==> config.mk <==
export PLATFORM = sky130hd
export DESIGN_NAME = morse_character_keyer
export DESIGN_NICKNAME = d
export VERILOG_FILES = /design/src/mkey_pkg.sv /design/src/mkey_datapath.sv /design/src/mkey_ctrl.sv /design/src/morse_character_keyer.sv
export SDC_FILE = /design/constraint.sdc
export NUM_CORES = 1
export LEC_CHECK = 0
export ABC_AREA = 1
export BUFFER_PORTS_ARGS = -buffer_cell sky130_fd_sc_hd__buf_2
export CORE_MARGIN = 4
export CORE_UTILIZATION = 42
export DETAILED_ROUTE_END_ITERATION = 10
export MAX_ROUTING_LAYER = met4
export PLACE_DENSITY = 0.59
export SLEW_MARGIN = 40
export SYNTH_ARGS = -nofsm -noshare
export SYNTH_HDL_FRONTEND = slang
export SYNTH_SLANG_ARGS = --single-unit
==> constraint.sdc <==
create_clock -name i_clk -period 10.95 [get_ports i_clk]
set_clock_uncertainty 0.05 [all_clocks]
set_input_delay 0.5475 -clock i_clk [delete_from_list [all_inputs] [get_ports i_clk]]
set_output_delay 0.5475 -clock i_clk [all_outputs]
set_load 0.03 [all_outputs]
==> src/mkey_pkg.sv <==
// Shared types, constants and Morse sign table for the character keyer.
package mkey_pkg;

    localparam int unsigned CharW  = 8;
    localparam int unsigned DotW   = 16;
    localparam int unsigned UnitsW = 3;
    localparam int unsigned DurW   = 19;
    localparam int unsigned PatW   = 6;

    localparam logic [CharW-1:0]  CharSpace  = 8'h20;
    localparam logic [UnitsW-1:0] UnitsDot   = 3'd1;
    localparam logic [UnitsW-1:0] UnitsDash  = 3'd3;
    localparam logic [UnitsW-1:0] UnitsEgap  = 3'd1;
    localparam logic [UnitsW-1:0] UnitsCgap  = 3'd3;
    localparam logic [UnitsW-1:0] UnitsWgap  = 3'd7;
    localparam logic [DotW-1:0]   DotLenRst  = 16'd100;

    typedef enum logic [1:0] {
        SEG_MARK,
        SEG_EGAP,
        SEG_CGAP,
        SEG_SPACE
    } t_seg;

    // Element pattern, first element in the top bit, 1 = dash.
    typedef struct packed {
        logic [2:0]      len;
        logic [PatW-1:0] pat;
    } t_sign;

    typedef struct packed {
        logic capture;
        logic load_seg;
        t_seg seg;
    } t_cmd;

    typedef struct packed {
        logic in_space;
        logic in_len_zero;
        logic more;
    } t_status;

    function automatic t_sign sign_of(input logic [CharW-1:0] c);
        logic [CharW-1:0] u;
        t_sign s;
        u = c;
        if (c >= 8'h61 && c <= 8'h7a) begin
            u = c - 8'h20;
        end
        s = '{len: 3'd0, pat: 6'b000000};
        unique case (u)
            8'h41: s = '{3'd2, 6'b010000}; // A
            8'h42: s = '{3'd4, 6'b100000};
            8'h43: s = '{3'd4, 6'b101000};
            8'h44: s = '{3'd3, 6'b100000};
            8'h45: s = '{3'd1, 6'b000000};
            8'h46: s = '{3'd4, 6'b001000};
            8'h47: s = '{3'd3, 6'b110000};
            8'h48: s = '{3'd4, 6'b000000};
            8'h49: s = '{3'd2, 6'b000000};
            8'h4a: s = '{3'd4, 6'b011100};
            8'h4b: s = '{3'd3, 6'b101000};
            8'h4c: s = '{3'd4, 6'b010000};
            8'h4d: s = '{3'd2, 6'b110000};
            8'h4e: s = '{3'd2, 6'b100000};
            8'h4f: s = '{3'd3, 6'b111000};
            8'h50: s = '{3'd4, 6'b011000};
            8'h51: s = '{3'd4, 6'b110100};
            8'h52: s = '{3'd3, 6'b010000};
            8'h53: s = '{3'd3, 6'b000000};
            8'h54: s = '{3'd1, 6'b100000};
            8'h55: s = '{3'd3, 6'b001000};
            8'h56: s = '{3'd4, 6'b000100};
            8'h57: s = '{3'd3, 6'b011000};
            8'h58: s = '{3'd4, 6'b100100};
            8'h59: s = '{3'd4, 6'b101100};
            8'h5a: s = '{3'd4, 6'b110000}; // Z
            8'h30: s = '{3'd5, 6'b111110}; // 0
            8'h31: s = '{3'd5, 6'b011110};
            8'h32: s = '{3'd5, 6'b001110};
            8'h33: s = '{3'd5, 6'b000110};
            8'h34: s = '{3'd5, 6'b000010};
            8'h35: s = '{3'd5, 6'b000000};
            8'h36: s = '{3'd5, 6'b100000};
            8'h37: s = '{3'd5, 6'b110000};
            8'h38: s = '{3'd5, 6'b111000};
            8'h39: s = '{3'd5, 6'b111100}; // 9
            8'h2f: s = '{3'd5, 6'b010100}; // end of message
            8'h2e: s = '{3'd6, 6'b010101}; // .
            8'h2c: s = '{3'd6, 6'b110011}; // ,
            8'h3f: s = '{3'd6, 6'b001100}; // ?
            8'h2d: s = '{3'd6, 6'b100001}; // -
            8'h22: s = '{3'd6, 6'b010010}; // "
            8'h27: s = '{3'd6, 6'b011110}; // '
            8'h28: s = '{3'd5, 6'b101100}; // (
            8'h29: s = '{3'd6, 6'b101101}; // )
            8'h3a: s = '{3'd6, 6'b111000}; // :
            8'h21: s = '{3'd6, 6'b101011}; // !
            default: s = '{len: 3'd0, pat: 6'b000000};
        endcase
        return s;
    endfunction

endpackage

==> src/mkey_datapath.sv <==
// Keyer datapath: dot length register, sign shifter and segment output register.
module mkey_datapath (
    input  logic                            i_clk,
    input  logic                            i_rst_n,
    input  logic                            i_cfg_we,
    input  logic [mkey_pkg::DotW-1:0]       i_cfg_data,
    input  logic [mkey_pkg::CharW-1:0]      i_char_code,
    input  mkey_pkg::t_cmd                  i_cmd,
    output mkey_pkg::t_status               o_status,
    output logic                            o_level,
    output logic [mkey_pkg::UnitsW-1:0]     o_units,
    output logic [mkey_pkg::DurW-1:0]       o_duration,
    output logic                            o_last
);

    logic [mkey_pkg::DotW-1:0]   r_dot_length;
    logic [mkey_pkg::PatW-1:0]   r_pat;
    logic [2:0]                  r_left;
    logic                        r_level;
    logic [mkey_pkg::UnitsW-1:0] r_units;
    logic [mkey_pkg::DurW-1:0]   r_duration;
    logic                        r_last;

    mkey_pkg::t_sign             w_sign;
    logic                        n_level;
    logic [mkey_pkg::UnitsW-1:0] n_units;
    logic                        n_last;

    assign w_sign = mkey_pkg::sign_of(i_char_code);

    assign o_status = '{in_space:    (i_char_code == mkey_pkg::CharSpace),
                        in_len_zero: (w_sign.len == 3'd0),
                        more:        (r_left > 3'd1)};

    always_comb begin
        n_level = 1'b0;
        n_units = mkey_pkg::UnitsCgap;
        n_last  = 1'b0;
        unique case (i_cmd.seg)
            mkey_pkg::SEG_MARK: begin
                n_level = 1'b1;
                n_units = r_pat[mkey_pkg::PatW-1] ? mkey_pkg::UnitsDash : mkey_pkg::UnitsDot;
            end
            mkey_pkg::SEG_EGAP: begin
                n_units = mkey_pkg::UnitsEgap;
            end
            mkey_pkg::SEG_CGAP: begin
                n_units = mkey_pkg::UnitsCgap;
                n_last  = 1'b1;
            end
            mkey_pkg::SEG_SPACE: begin
                n_units = mkey_pkg::UnitsWgap;
                n_last  = 1'b1;
            end
            default: begin
                n_units = mkey_pkg::UnitsCgap;
            end
        endcase
    end

    always_ff @(posedge i_clk) begin
        if (!i_rst_n) begin
            r_dot_length <= mkey_pkg::DotLenRst;
        end else if (i_cfg_we) begin
            r_dot_length <= i_cfg_data;
        end
    end

    always_ff @(posedge i_clk) begin
        if (i_cmd.capture) begin
            r_pat  <= w_sign.pat;
            r_left <= w_sign.len;
        end else if (i_cmd.load_seg && i_cmd.seg == mkey_pkg::SEG_EGAP) begin
            r_pat  <= {r_pat[mkey_pkg::PatW-2:0], 1'b0};
            r_left <= r_left - 3'd1;
        end
        if (i_cmd.load_seg) begin
            r_level    <= n_level;
            r_units    <= n_units;
            r_duration <= mkey_pkg::DurW'(n_units) * mkey_pkg::DurW'(r_dot_length);
            r_last     <= n_last;
        end
    end

    assign o_level    = r_level;
    assign o_units    = r_units;
    assign o_duration = r_duration;
    assign o_last     = r_last;

endmodule

==> src/mkey_ctrl.sv <==
// Keyer controller: segment sequencing and output valid.
module mkey_ctrl (
    input  logic              i_clk,
    input  logic              i_rst_n,
    input  logic              i_valid,
    output logic              o_stall,
    output logic              o_valid,
    input  logic              i_stall,
    input  mkey_pkg::t_status i_status,
    output mkey_pkg::t_cmd    o_cmd
);

    typedef enum logic [2:0] {
        S_IDLE,
        S_MARK,
        S_EGAP,
        S_CGAP,
        S_SPACE
    } t_state;

    t_state r_state, n_state;
    logic   r_out_valid, n_out_valid;
    logic   w_free;

    assign w_free = !r_out_valid || !i_stall;

    always_comb begin
        n_state     = r_state;
        n_out_valid = r_out_valid && i_stall;
        o_cmd       = '{capture: 1'b0, load_seg: 1'b0, seg: mkey_pkg::SEG_CGAP};
        unique case (r_state)
            S_IDLE: begin
                if (i_valid) begin
                    o_cmd.capture = 1'b1;
                    if (i_status.in_space) begin
                        n_state = S_SPACE;
                    end else if (i_status.in_len_zero) begin
                        n_state = S_CGAP;
                    end else begin
                        n_state = S_MARK;
                    end
                end
            end
            S_MARK: begin
                o_cmd.seg = mkey_pkg::SEG_MARK;
                if (w_free) begin
                    o_cmd.load_seg = 1'b1;
                    n_out_valid    = 1'b1;
                    n_state        = S_EGAP;
                end
            end
            S_EGAP: begin
                o_cmd.seg = mkey_pkg::SEG_EGAP;
                if (w_free) begin
                    o_cmd.load_seg = 1'b1;
                    n_out_valid    = 1'b1;
                    n_state        = i_status.more ? S_MARK : S_CGAP;
                end
            end
            S_CGAP: begin
                o_cmd.seg = mkey_pkg::SEG_CGAP;
                if (w_free) begin
                    o_cmd.load_seg = 1'b1;
                    n_out_valid    = 1'b1;
                    n_state        = S_IDLE;
                end
            end
            S_SPACE: begin
                o_cmd.seg = mkey_pkg::SEG_SPACE;
                if (w_free) begin
                    o_cmd.load_seg = 1'b1;
                    n_out_valid    = 1'b1;
                    n_state        = S_IDLE;
                end
            end
            default: begin
                n_state = S_IDLE;
            end
        endcase
    end

    always_ff @(posedge i_clk) begin
        if (!i_rst_n) begin
            r_state     <= S_IDLE;
            r_out_valid <= 1'b0;
        end else begin
            r_state     <= n_state;
            r_out_valid <= n_out_valid;
        end
    end

    assign o_stall = (r_state != S_IDLE);
    assign o_valid = r_out_valid;

    a_busy_after_accept: assert property (@(posedge i_clk) disable iff (!i_rst_n)
        (i_valid && !o_stall) |=> o_stall)
        else $error("no busy after character transfer");

    a_load_needs_slot: assert property (@(posedge i_clk) disable iff (!i_rst_n)
        o_cmd.load_seg |-> (!r_out_valid || !i_stall))
        else $error("segment loaded over pending transfer");

    a_final_to_idle: assert property (@(posedge i_clk) disable iff (!i_rst_n)
        (o_cmd.load_seg && (o_cmd.seg == mkey_pkg::SEG_CGAP ||
                            o_cmd.seg == mkey_pkg::SEG_SPACE)) |=> !o_stall)
        else $error("final segment did not end character");

    a_load_sets_valid: assert property (@(posedge i_clk) disable iff (!i_rst_n)
        o_cmd.load_seg |=> o_valid)
        else $error("loaded segment not presented");

endmodule

==> src/morse_character_keyer.sv <==
// Morse character keyer top level: controller and datapath.
// Transfer: the character is captured in idle, then its first segment is loaded once the output is free.
// Throughput: one segment per cycle without output stall; a character gives a mark
// and an element gap per element, then a character gap (a word gap for a space, only a
// character gap for an unknown code). Next character is taken once the last segment is loaded.
// Reset: synchronous active low; dot length returns to 100, output empty.
module morse_character_keyer (
    input  logic                            i_clk,
    input  logic                            i_rst_n,
    input  logic                            i_cfg_we,
    input  logic [mkey_pkg::DotW-1:0]       i_cfg_data,
    input  logic                            i_valid,
    output logic                            o_stall,
    input  logic [mkey_pkg::CharW-1:0]      i_char_code,
    output logic                            o_valid,
    input  logic                            i_stall,
    output logic                            o_level,
    output logic [mkey_pkg::UnitsW-1:0]     o_units,
    output logic [mkey_pkg::DurW-1:0]       o_duration,
    output logic                            o_last
);

    mkey_pkg::t_cmd    w_cmd;
    mkey_pkg::t_status w_status;

    mkey_ctrl u_ctrl (
        .i_clk    (i_clk),
        .i_rst_n  (i_rst_n),
        .i_valid  (i_valid),
        .o_stall  (o_stall),
        .o_valid  (o_valid),
        .i_stall  (i_stall),
        .i_status (w_status),
        .o_cmd    (w_cmd)
    );

    mkey_datapath u_dp (
        .i_clk       (i_clk),
        .i_rst_n     (i_rst_n),
        .i_cfg_we    (i_cfg_we),
        .i_cfg_data  (i_cfg_data),
        .i_char_code (i_char_code),
        .i_cmd       (w_cmd),
        .o_status    (w_status),
        .o_level     (o_level),
        .o_units     (o_units),
        .o_duration  (o_duration),
        .o_last      (o_last)
    );

endmodule
==> Word level (Yosys, flattened, before mapping) <==
Memories as Yosys holds them, arrays and structs flattened.
Cells that the tools add are included.
{ "totals": {"ff_bits": 53, "romBits": 1152, "in_bits": 29, "word_cells": 67, "n_memories": 1} }
{ "mem_list": {"columns": ["name", "words", "word_bits", "read_ports", "rd_clocked_by_memory_dff", "wr", "line", "rtl"], "rows": [
  ["(name not given)", 128, 9, 1, 0, 0, "mkey_pkg.sv:51", "unique case (u)"]
]} }
{ "classes": {"n_addsub": 2, "mul": 1, "order_cmp": 3, "n_eq_ne": 12, "n_mux": 24, "reduce_logical": 15} }
{ "ops": {"columns": ["cell", "n"], "rows": [
  ["one-hot mux 3 bit (4 select lines)", 3],
  ["two-way mux 3 bit", 7],
  ["multiplier 3 x 16 -> 19 bit", 1],
  ["two-way mux 6 bit", 2],
  ["two-way mux 9 bit", 1],
  ["equality test 8 x 6 -> 1 bit (second input constant)", 1],
  [">= comparator 8 x 7 -> 1 bit (second input constant)", 1],
  ["less-or-equal comparator 8 x 7 -> 1 bit (second input constant)", 1],
  ["two-way mux 8 bit", 1],
  ["subtractor 8 x 6 -> 8 bit (second input constant)", 1],
  ["two-way mux 1 bit", 7],
  ["equality test 3 x 2 -> 1 bit (second input constant)", 2],
  ["zero test 3 bit", 2],
  ["two-way mux 2 bit", 3],
  ["inequality test 2 x 1 -> 1 bit (second input constant)", 3],
  ["equality test 2 bit (second input constant)", 2],
  ["AND reduction 4 bit", 1],
  ["OR reduction 2 bit", 2],
  ["OR reduction 4 bit", 1],
  ["equality test 3 x 1 -> 1 bit (second input constant)", 1],
  ["equality test 3 bit (second input constant)", 1],
  ["> comparator 3 x 1 -> 1 bit (second input constant)", 1],
  ["logical AND 1 bit", 3],
  ["nonzero test 3 bit", 1],
  ["other kinds (7)", 8]
]} }

==> Longest topological paths before layout <==
Gate-level depths: netlist of the first run.
An unclocked memory read counts as a cell.
{ "logic_depth": {"ltp_word": 10, "depth_mapped": 19} }

==> Modules after synthesis <==
A second synthesis of the first run with hierarchy kept.
{ "hier_totals": {"hier_cells": 582, "area_unflattened_um2": 4356.7} }
{ "by_module_without_submodules": {"columns": ["module", "n_inst", "cells_per_inst", "area_per_inst_um2", "seq_area_each_um2"], "rows": [
  ["mkey_datapath", 1, 533, 4062.6, 1281.2],
  ["mkey_ctrl", 1, 49, 294.0, 80.1]
]} }

==> Worst setup path after synthesis of the first run <==
OpenSTA, ideal clock, no wires.
{ "synth_path": {"path_type": "reg2reg", "startpoint": "register u_ctrl.r_state[0]", "endpoint": "register u_dp.r_duration (netlist bit u_dp.o_duration[14]) (data pin)", "arrival_time_ns": 3.154, "t_required_ns": 10.635, "path_slack_ns": 7.481, "path_stages_with_launch": 17, "path_buffers": 0, "path_cell_list": "dfxtp_1 > inv_1 > nor3_1 > inv_1 > o21ai_2 > clkinv_1 > nand2_1 > fa_1 > inv_1 > ha_1 > a21oi_1 > o21ai_0 > a21oi_1 > o21ai_0 > a21boi_0 > o21ai_0 > xor2_1"} }
{ "synth_between": {"elab_chain_len": 5, "word_cells_on_any_way": 11, "classes_between": "1 x mul; 7 x eq/ne; 2 x mux; 1 x reduce/logical"} }
{ "synth_lines": {"columns": ["item", "line", "rtl"], "rows": [
  ["start, declared", "mkey_ctrl.sv:21", "t_state r_state, n_state;"],
  ["start signal, assigned", "mkey_ctrl.sv:87", "r_state <= n_state;"],
  ["equality test 3 bit (tied with other cells)", "mkey_ctrl.sv:31", "unique case (r_state)"],
  ["one-hot mux 3 bit (4 select lines) (*)", "mkey_ctrl.sv:31", null],
  ["equality test 2 bit (tied with other cells)", "mkey_datapath.sv:39", "unique case (i_cmd.seg)"],
  ["one-hot mux 3 bit (4 select lines) (*)", "mkey_datapath.sv:39", null],
  ["via u_dp.n_units (one bit)", "mkey_datapath.sv:26", "logic [mkey_pkg::UnitsW-1:0] n_units;"],
  ["multiplier 3 x 16 -> 19 bit (*)", "mkey_datapath.sv:80", "r_duration <= mkey_pkg::DurW'(n_units) * mkey_pkg::DurW'(r_dot_length);"],
  ["end signal, assigned", "mkey_datapath.sv:80", null],
  ["end, declared", "mkey_datapath.sv:21", "logic [mkey_pkg::DurW-1:0] r_duration;"]
]} }
Mark *: on every way through the listed nets, which the timed path passes. The rest lies on a longest branch.
A chain may end at the register's enable or synchronous reset.

==> Final worst setup path of the first run <==
Same ends and word-level chain as after synthesis.

==> impl_metrics.yaml, run 1 <==
worst_setup_path:
  critical_path_peak_fanout: 10
  crit_path_start_kind: "flop"
  path_class: "reg -> reg"
  worstPathArrival_ps: 4250
  endpoint_kind: "flop"
  data_required_critical_path_ps: 10960
placed_design:
  place_hpwl_um: 7940
  quantity_of_i_o_buffers_inserted_on_ports: 53
  placement.cell_area_sq_mm: 0.00447
  routabilityCongestion: 0.936
  placed_cells: 697
clock_tree:
  cts.htree.levels: 2
  clock-sinks: 52
  cts-buffers-inserted: 5
  post_cts.repair.setup_buffers: 0
  ctsRootBufferMaster: "sky130_fd_sc_hd__clkbuf_8"
  cts_repair_resize_count: 0
  tritoncts: "done"
  worst_skew_pair.late_latency_ps: 300
  ctsLongestPathBuffers: 2
  clk_transition_reported_paths_ps: 100
  cts_hold_buf: 0
sta:
  worst_pin_slew_ps: 797
  min_period_ps: 4230
  finalMaxSlewViolations: 0
  setup_violations: 0
  slew_headroom_pct: 46.7
  totalNegativeSetupSlack_ps: 0
  finalHoldViolCount: 0
  timing.fmax_mhz: 236
  timing.final.crit_share_pct: 38.7
  grt_setup_unrepaired: "no"
floorplan:
  placement_rows: 35
  floorplan.initialDensity_pct: 43.9
  coreArea_sq_mm: 0.00937
  boundaryPins: 55
  die_width_um: 107
  die_height_um: 107
  total_die_area_sq_mm: 0.0114
global_routing:
  gr-usage-all-layers_pct: 18.6
  antenna_found_initial: 0
  grt_pass1_wl_um: 16800
  first_global_vias: 3486
  grt_max_degree: 26
  global_route.overflow_total: 0
finish:
  final_net_count: 652
  final_layout_size_suffix_gt1_share_pct: 14.2
  final_design_area_no_fill_sq_mm: 0.00459
  antenna_cells_inserted: 0
  post_layout_nonfiller_instances: 705
  flow.area_growth_from_synthesis_pct: 11.7
yosys:
  yosys-top-cells-area: "sky130_fd_sc_hd__edfxtp_1 23%, sky130_fd_sc_hd__nand2_1 10%, sky130_fd_sc_hd__ha_1 10%"
  synth_top_area_share_pct: 23.4
  synth.cells.most_frequent: "111 x sky130_fd_sc_hd__nand2_1, 70 x sky130_fd_sc_hd__inv_1, 56 x sky130_fd_sc_hd__nor2_1"
  synth.most_common_cell: "sky130_fd_sc_hd__nand2_1"
  asyncSetResetFlopFracSynth_pct: 0
  synth.ff_latch_count: 52
  netlist.top_cell.by_area: "sky130_fd_sc_hd__edfxtp_1"
  synth.net_count: 605
  instance_count_of_the_mapped_netlist: 528
  syn-mean-instance-area_sq_um: 7.79
  synth_edf_count: 32
  netlist-cell-type-count: 48
  syn-cell-area_sq_mm: 0.00411
  synth_warnings: 0
  postSynth.topFlopCell: "sky130_fd_sc_hd__edfxtp_1"
  yosysSeqAreaShare_pct: 33.1
status:
  run_status: "complete, no violations"
power:
  power.clock.fraction_pct: 14.2
  sequentialPowerShare_pct: 34.6
  switching_share_pct: 45.1
  power_switching_uw: 449
  cell_internal_pwr_uw: 546
  static-leakage-power_nw: 2.22
  power.density_cell_area_mw_per_mm2: 216
  irDropWorstVdd_uv: 117
  power_frac_comb_pct: 51.2
routing:
  vias_per_cell: 5.10
  drt_drc_violations_left: 0
  postRouteWirelength_um: 9950
  drt_iter0_markers: 180
  drt-pass1-iter-count: 4
  detail-route-antenna-nets: 0
  avgRoutedWirePerCell_um: 14.1
  num_vias: 3592
flow_run:
  cap_viol_max_count: 0
hold_path:
  hp-class: "reg -> reg"
==> cells by family (layout without fill, tap and decap cells) <==
logic type,after synthesis,in the layout,synth area share [%]
simple gates,223,223,23.7
compound gates,101,101,13.9
buf+inv,87,135,8.49
flops,52,52,33.1
fa+ha+maj,48,48,17.3
xor+xnor,15,15,3.19
other cells,1,1,0.0912
mux,1,1,0.243
==> routing by layer <==
metal	wire length, um	part of all wire, %	GRT usage (%)	vias up
met5	0	0	-	-
met4	76	0.76	2.74	0
met3	689	6.9	2.89	7
met2	4250	43	28.4	106
met1	4930	50	26.9	1643
li1	-	-	-	1836
==> cell type report <==
type,instances,area [sq um]
clock inverter,2,38.8
tap,129,161
clock buffer,6,82.6
timing repair buffer,54,273
inverter,73,274
multi-input combinational,389,2400
sequential,52,1360
fill,1015,4780
==> stage by stage <==
stage                     power, mW  util (%)  worst slack, ps  hold slack, ps
after floorplan               0.725         -             7480             358
after global placement        0.857      47.7             6910             368
after detailed placement      0.864      47.7             6760             366
after CTS                      1.01      49.0             6740             387
after global routing           1.08      49.0             6280             412
final                         0.994      49.0             6720             388
==> cell usage in the layout, fill, tap and decap left out, types with 7 or more instances in the layout <==
cell type,instances
sky130_fd_sc_hd__nand2_1,111
sky130_fd_sc_hd__inv_1,69
sky130_fd_sc_hd__nor2_1,56
sky130_fd_sc_hd__buf_2,53
sky130_fd_sc_hd__a21oi_1,44
sky130_fd_sc_hd__o21ai_0,35
sky130_fd_sc_hd__ha_1,33
sky130_fd_sc_hd__edfxtp_1,32
sky130_fd_sc_hd__nand3_1,24
sky130_fd_sc_hd__dfxtp_1,20
sky130_fd_sc_hd__fa_1,15
sky130_fd_sc_hd__xor2_1,13
sky130_fd_sc_hd__nor3_1,10
sky130_fd_sc_hd__nand4_1,7
==> final timing paths <==
kind	start	endpoint	slack (ps)	depth (start not counted)
worst min-delay path	u_dp.r_dot_length[0]$_SDFFE_PN0P_	u_dp.o_duration[0]$_DFFE_PP_	390	0
worst max-delay path	u_ctrl.r_state[0]$_SDFFE_PN0P_	u_dp.o_duration[14]$_DFFE_PP_	6720	16
worst max register to register	u_ctrl.r_state[0]$_SDFFE_PN0P_	u_dp.o_duration[14]$_DFFE_PP_	6720	16
worst min register to register	u_dp.r_dot_length[0]$_SDFFE_PN0P_	u_dp.o_duration[0]$_DFFE_PP_	390	0
==> power groups by stage <==
stage          clock (mW)  combinational (mW)  sequential (mW)
4_1_cts             0.146               0.516            0.345
2_1_floorplan           0               0.279            0.446
3_3_place_gp            0               0.508            0.350
5_1_grt             0.153               0.573            0.352
3_5_place_dp            0               0.514            0.350
6_report            0.141               0.509            0.344
==> worst max-delay path, cell delays in order, from the launching register on <==
cell                       delay (ps)
sky130_fd_sc_hd__dfxtp_1          370
sky130_fd_sc_hd__inv_1             70
sky130_fd_sc_hd__nor3_1           260
sky130_fd_sc_hd__inv_1            130
sky130_fd_sc_hd__o21ai_2          340
sky130_fd_sc_hd__clkinv_1         400
sky130_fd_sc_hd__nand2_1          180
sky130_fd_sc_hd__fa_1             420
sky130_fd_sc_hd__inv_1             70
sky130_fd_sc_hd__ha_1             290
sky130_fd_sc_hd__a21oi_1          220
sky130_fd_sc_hd__o21ai_0          110
sky130_fd_sc_hd__a21oi_1          300
sky130_fd_sc_hd__o21ai_0          180
sky130_fd_sc_hd__a21boi_0         300
sky130_fd_sc_hd__o21ai_0          150
sky130_fd_sc_hd__xor2_1           150
==> state kept, by name, summed over array words and instances, names as in the netlist <==
name               cells
u_dp.o_last            1
u_ctrl.o_valid         1
u_dp.r_left            3
u_dp.r_dot_length     16
u_dp.r_pat             6
u_dp.o_units           2
u_ctrl.r_state         3
u_dp.o_duration       19
u_dp.o_level           1
Note: power is estimated with default switching activity, not from simulation.
==> run 2, diff against run 1 <==
--- a/config.mk
+++ b/config.mk
@@ -5,13 +5,13 @@
 export SDC_FILE = /design/constraint.sdc
 export NUM_CORES = 1
 export LEC_CHECK = 0
-export ABC_AREA = 1
+export ABC_AREA = 0
 export BUFFER_PORTS_ARGS = -buffer_cell sky130_fd_sc_hd__buf_2
 export CORE_MARGIN = 4
 export CORE_UTILIZATION = 42
 export DETAILED_ROUTE_END_ITERATION = 10
 export MAX_ROUTING_LAYER = met4
-export PLACE_DENSITY = 0.59
+export PLACE_DENSITY = 0.61
 export SLEW_MARGIN = 40
 export SYNTH_ARGS = -nofsm -noshare
 export SYNTH_HDL_FRONTEND = slang
==> constraint.sdc (replaced) <==
create_clock -name i_clk -period 3.8 [get_ports i_clk]
set_clock_uncertainty 0.05 [all_clocks]
set_input_delay 0.19 -clock i_clk [delete_from_list [all_inputs] [get_ports i_clk]]
set_output_delay 0.19 -clock i_clk [all_outputs]
set_load 0.03 [all_outputs]
==> run 2 against run 1 <==
Net effect: utilization shrank 1.5 points; die area grew 1.4%; largest power group unchanged; routed wire length shrank 4.6%; global-route usage shrank 1.1 points; highest routed layer unchanged; synthesized cell count shrank 13%; critical endpoint is now u_dp.o_duration[18]$_DFFE_PP_.
==> impl_metrics.yaml, run 2 <==
sta:
  min_period_ps: 3550
  timing.fmax_mhz: 282
  setup_violations: 0
  grt_setup_unrepaired: "no"
  totalNegativeSetupSlack_ps: 0
  finalHoldViolCount: 0
  timing.final.crit_share_pct: 93.5
  hold_ws_ps: 55.6
  worst_pin_slew_ps: 564
  slew_headroom_pct: 62.2
  finalMaxSlewViolations: 0
finish:
  num-fill-cells: 998
  post_layout_nonfiller_instances: 636
  mostFrequentLayoutCells: "53 x sky130_fd_sc_hd__buf_2, 46 x sky130_fd_sc_hd__nand2_1, 38 x sky130_fd_sc_hd__inv_1"
  largest_register_ffs: 19
  final_layout_size_suffix_gt1_share_pct: 15.9
  final_net_count: 579
  mostFrequentLayoutCell: "sky130_fd_sc_hd__buf_2"
  antenna_cells_inserted: 0
  flow.area_growth_from_synthesis_pct: 10.8
global_routing:
  global_route.overflow_total: 0
  grt_pass1_wl_um: 16000
  grt_max_degree: 32
  antenna_found_initial: 0
  gr-usage-all-layers_pct: 17.5
  first_global_vias: 3249
power:
  static-leakage-power_nw: 2.07
  power_frac_comb_pct: 43.4
  irDropWorstVdd_uv: 172
  switching_share_pct: 40.5
  design_power_total_mw: 2.06
  power.density_cell_area_mw_per_mm2: 446
  power_switching_uw: 834
  cell_internal_pwr_mw: 1.23
  sequentialPowerShare_pct: 41.7
  power.clock.fraction_pct: 14.9
worst_setup_path:
  worstPathArrival_ps: 3560
  worstPathCellList: "nand2b_1 -> o21ai_0 -> nand2b_1 -> buf_4 -> and2_1 -> fa_1 -> ha_1 -> o21a_1 -> o211ai_1 -> o221ai_2 -> and3_1 -> o22ai_2 -> o21ai_0"
  worstPathBufferInverterCount: 1
  data_required_critical_path_ps: 3800
  endpoint_kind: "flop"
  crit_path_start_kind: "flop"
  timing.critical_path.max_delay_family: "compound AO/OA/AOI/OAI gates"
  worstReg2RegStart: "u_ctrl.r_state[1]$_SDFFE_PN0P_"
  rrSetupSlack_ps: 250
  critical_path_peak_fanout: 15
  path_class: "reg -> reg"
  r2r_cells: 13
  slowest_delay_ps: 440
  crit-reg2reg-capture: "u_dp.o_duration[18]$_DFFE_PP_"
  critical-path-slowest-cell: "sky130_fd_sc_hd__fa_1"
yosys:
  synth.net_count: 537
  synth.cells.most_frequent: "46 x sky130_fd_sc_hd__nand2_1, 38 x sky130_fd_sc_hd__inv_1, 35 x sky130_fd_sc_hd__nor2_1"
  syn-mean-instance-area_sq_um: 9.08
  synth_edf_count: 32
  yosysSeqAreaShare_pct: 32.6
  instance_count_of_the_mapped_netlist: 460
  netlist-cell-type-count: 64
  synth.ff_latch_count: 52
  syn-cell-area_sq_mm: 0.00418
  asyncSetResetFlopFracSynth_pct: 0
  synth_warnings: 0
  netlist.top_cell.by_area: "sky130_fd_sc_hd__edfxtp_1"
  synth.most_common_cell: "sky130_fd_sc_hd__nand2_1"
  synth_top_area_share_pct: 23.0
  postSynth.topFlopCell: "sky130_fd_sc_hd__edfxtp_1"
  yosys-top-cells-area: "sky130_fd_sc_hd__edfxtp_1 23%, sky130_fd_sc_hd__ha_1 9.9%, sky130_fd_sc_hd__dfxtp_1 9.6%"
floorplan:
  floorplan.initialDensity_pct: 42.9
  placement_rows: 36
  coreArea_sq_mm: 0.00973
  die_height_um: 108
  boundaryPins: 55
  total_die_area_sq_mm: 0.0116
  die_width_um: 108
hold_path:
  hold_depth: 3
  hp-class: "in -> reg"
  hold-path-endpoint: "u_dp.r_dot_length[6]$_SDFFE_PN1P_"
  worst_hold_startpoint: "i_cfg_data[6]"
routing:
  detail-route-antenna-nets: 0
  avgRoutedWirePerCell_um: 14.9
  drt_iter0_markers: 134
  num_vias: 3402
  drt-pass1-iter-count: 6
  postRouteWirelength_um: 9490
  vias_per_cell: 5.35
  drt_drc_violations_left: 0
placed_design:
  placed_cells: 628
  routabilityCongestion: 0.882
  place_hpwl_um: 7230
  quantity_of_i_o_buffers_inserted_on_ports: 53
clock_tree:
  worst_skew_pair.late_latency_ps: 300
  cts.htree.levels: 2
  post_cts.repair.setup_buffers: 0
  ctsLongestPathBuffers: 2
  tritoncts: "done"
  cts-buffers-inserted: 5
  cts_hold_buf: 0
  clock-sinks: 52
  ctsRootBufferMaster: "sky130_fd_sc_hd__clkbuf_8"
  clk_transition_reported_paths_ps: 100
status:
  run_status: "complete, no violations"
flow_run:
  cap_viol_max_count: 0
[run 2: cell types whose count changed after synthesis, sizes merged, moves of 17 or more]
cell,change
nand2,-71
inv,-30
nor2,-25
nand3,-22
a21oi,-17
[run 2: cells by family (layout without fill, tap and decap cells)]
kind of cell	count (synthesis)	in the layout	share of synthesized area [%]
buffers and inverters	64	107	6.47
AND/OR/NAND/NOR	150	150	17.7
flip-flops	52	52	32.6
other	1	1	0.0898
AO/OA/AOI/OAI	115	115	19.3
adder cells (fa/ha/maj)	48	48	17.1
multiplexers	17	17	4.07
XOR/XNOR	13	13	2.73
[run 2: repair_timing]
item,in CTS,in global routing
endpoints found under the setup margin,0,5
hold endpoints to repair,0,0
gates resized for setup,0,3
[run 2: layout make-up]
| class | instances | area, sq um | area share (%) |
|---|---|---|---|
| clock buffers | 6 | 72.6 | 1.57 |
| clock inverters | 2 | 11.3 | 0.243 |
| repair buffers | 57 | 295 | 6.38 |
| well taps | 133 | 166 | 3.60 |
| flip-flops and latches | 52 | 1360 | 29.5 |
| multi-input cells | 344 | 2560 | 55.3 |
| inverters | 42 | 158 | 3.41 |
[run 2: how the worst max path moves through the flow]
stage	startpoint	endpoint	slack, ps	cells after the start
after floorplan	u_ctrl.r_state[2]$_SDFFE_PN0P_	u_dp.o_duration[14]$_DFFE_PP_	180	13
after global placement	u_ctrl.r_state[1]$_SDFFE_PN0P_	u_dp.o_duration[14]$_DFFE_PP_	290	14
after detailed placement	u_ctrl.r_state[0]$_SDFFE_PN0P_	u_dp.o_duration[18]$_DFFE_PP_	200	13
after CTS	u_ctrl.r_state[1]$_SDFFE_PN0P_	u_dp.o_duration[18]$_DFFE_PP_	210	14
after global routing	u_ctrl.r_state[2]$_SDFFE_PN0P_	u_dp.o_duration[18]$_DFFE_PP_	0.8	11
final	u_ctrl.r_state[1]$_SDFFE_PN0P_	u_dp.o_duration[18]$_DFFE_PP_	250	13
[run 2: per-layer routing]
metal	part of all wire [%]	vias to the layer above	global-route usage, %
met5	0	-	-
li1	-	1705	-
met2	45	97	26.9
met3	6.4	13	2.82
met1	47	1587	24.4
met4	1.6	0	3.88
[run 2: power groups by stage]
stage	sequential [mW]	combinational, mW	clock [mW]
final	0.861	0.895	0.306
after global routing	0.876	0.990	0.345
after CTS	0.860	0.901	0.322
after detailed placement	0.872	0.896	0
after global placement	0.868	0.885	0
after floorplan	1.03	0.493	0
[run 2: worst min-delay path: stages]
cell and delay, ps:
sky130_fd_sc_hd__buf_2 80, sky130_fd_sc_hd__mux2i_1 50, sky130_fd_sc_hd__nand2_1 60
[run 2: per-stage QoR]
| step | utilization, % | instance area (sq um) | setup slack [ps] |
|---|---|---|---|
| global route | 47.6 | 4630 | 0.778 |
| CTS | 47.5 | 4620 | 208 |
| global placement | 46.6 | 4540 | 289 |
| floorplan | - | 4180 | 185 |
| finish | 47.6 | 4630 | 248 |
| detailed placement | 46.6 | 4540 | 200 |
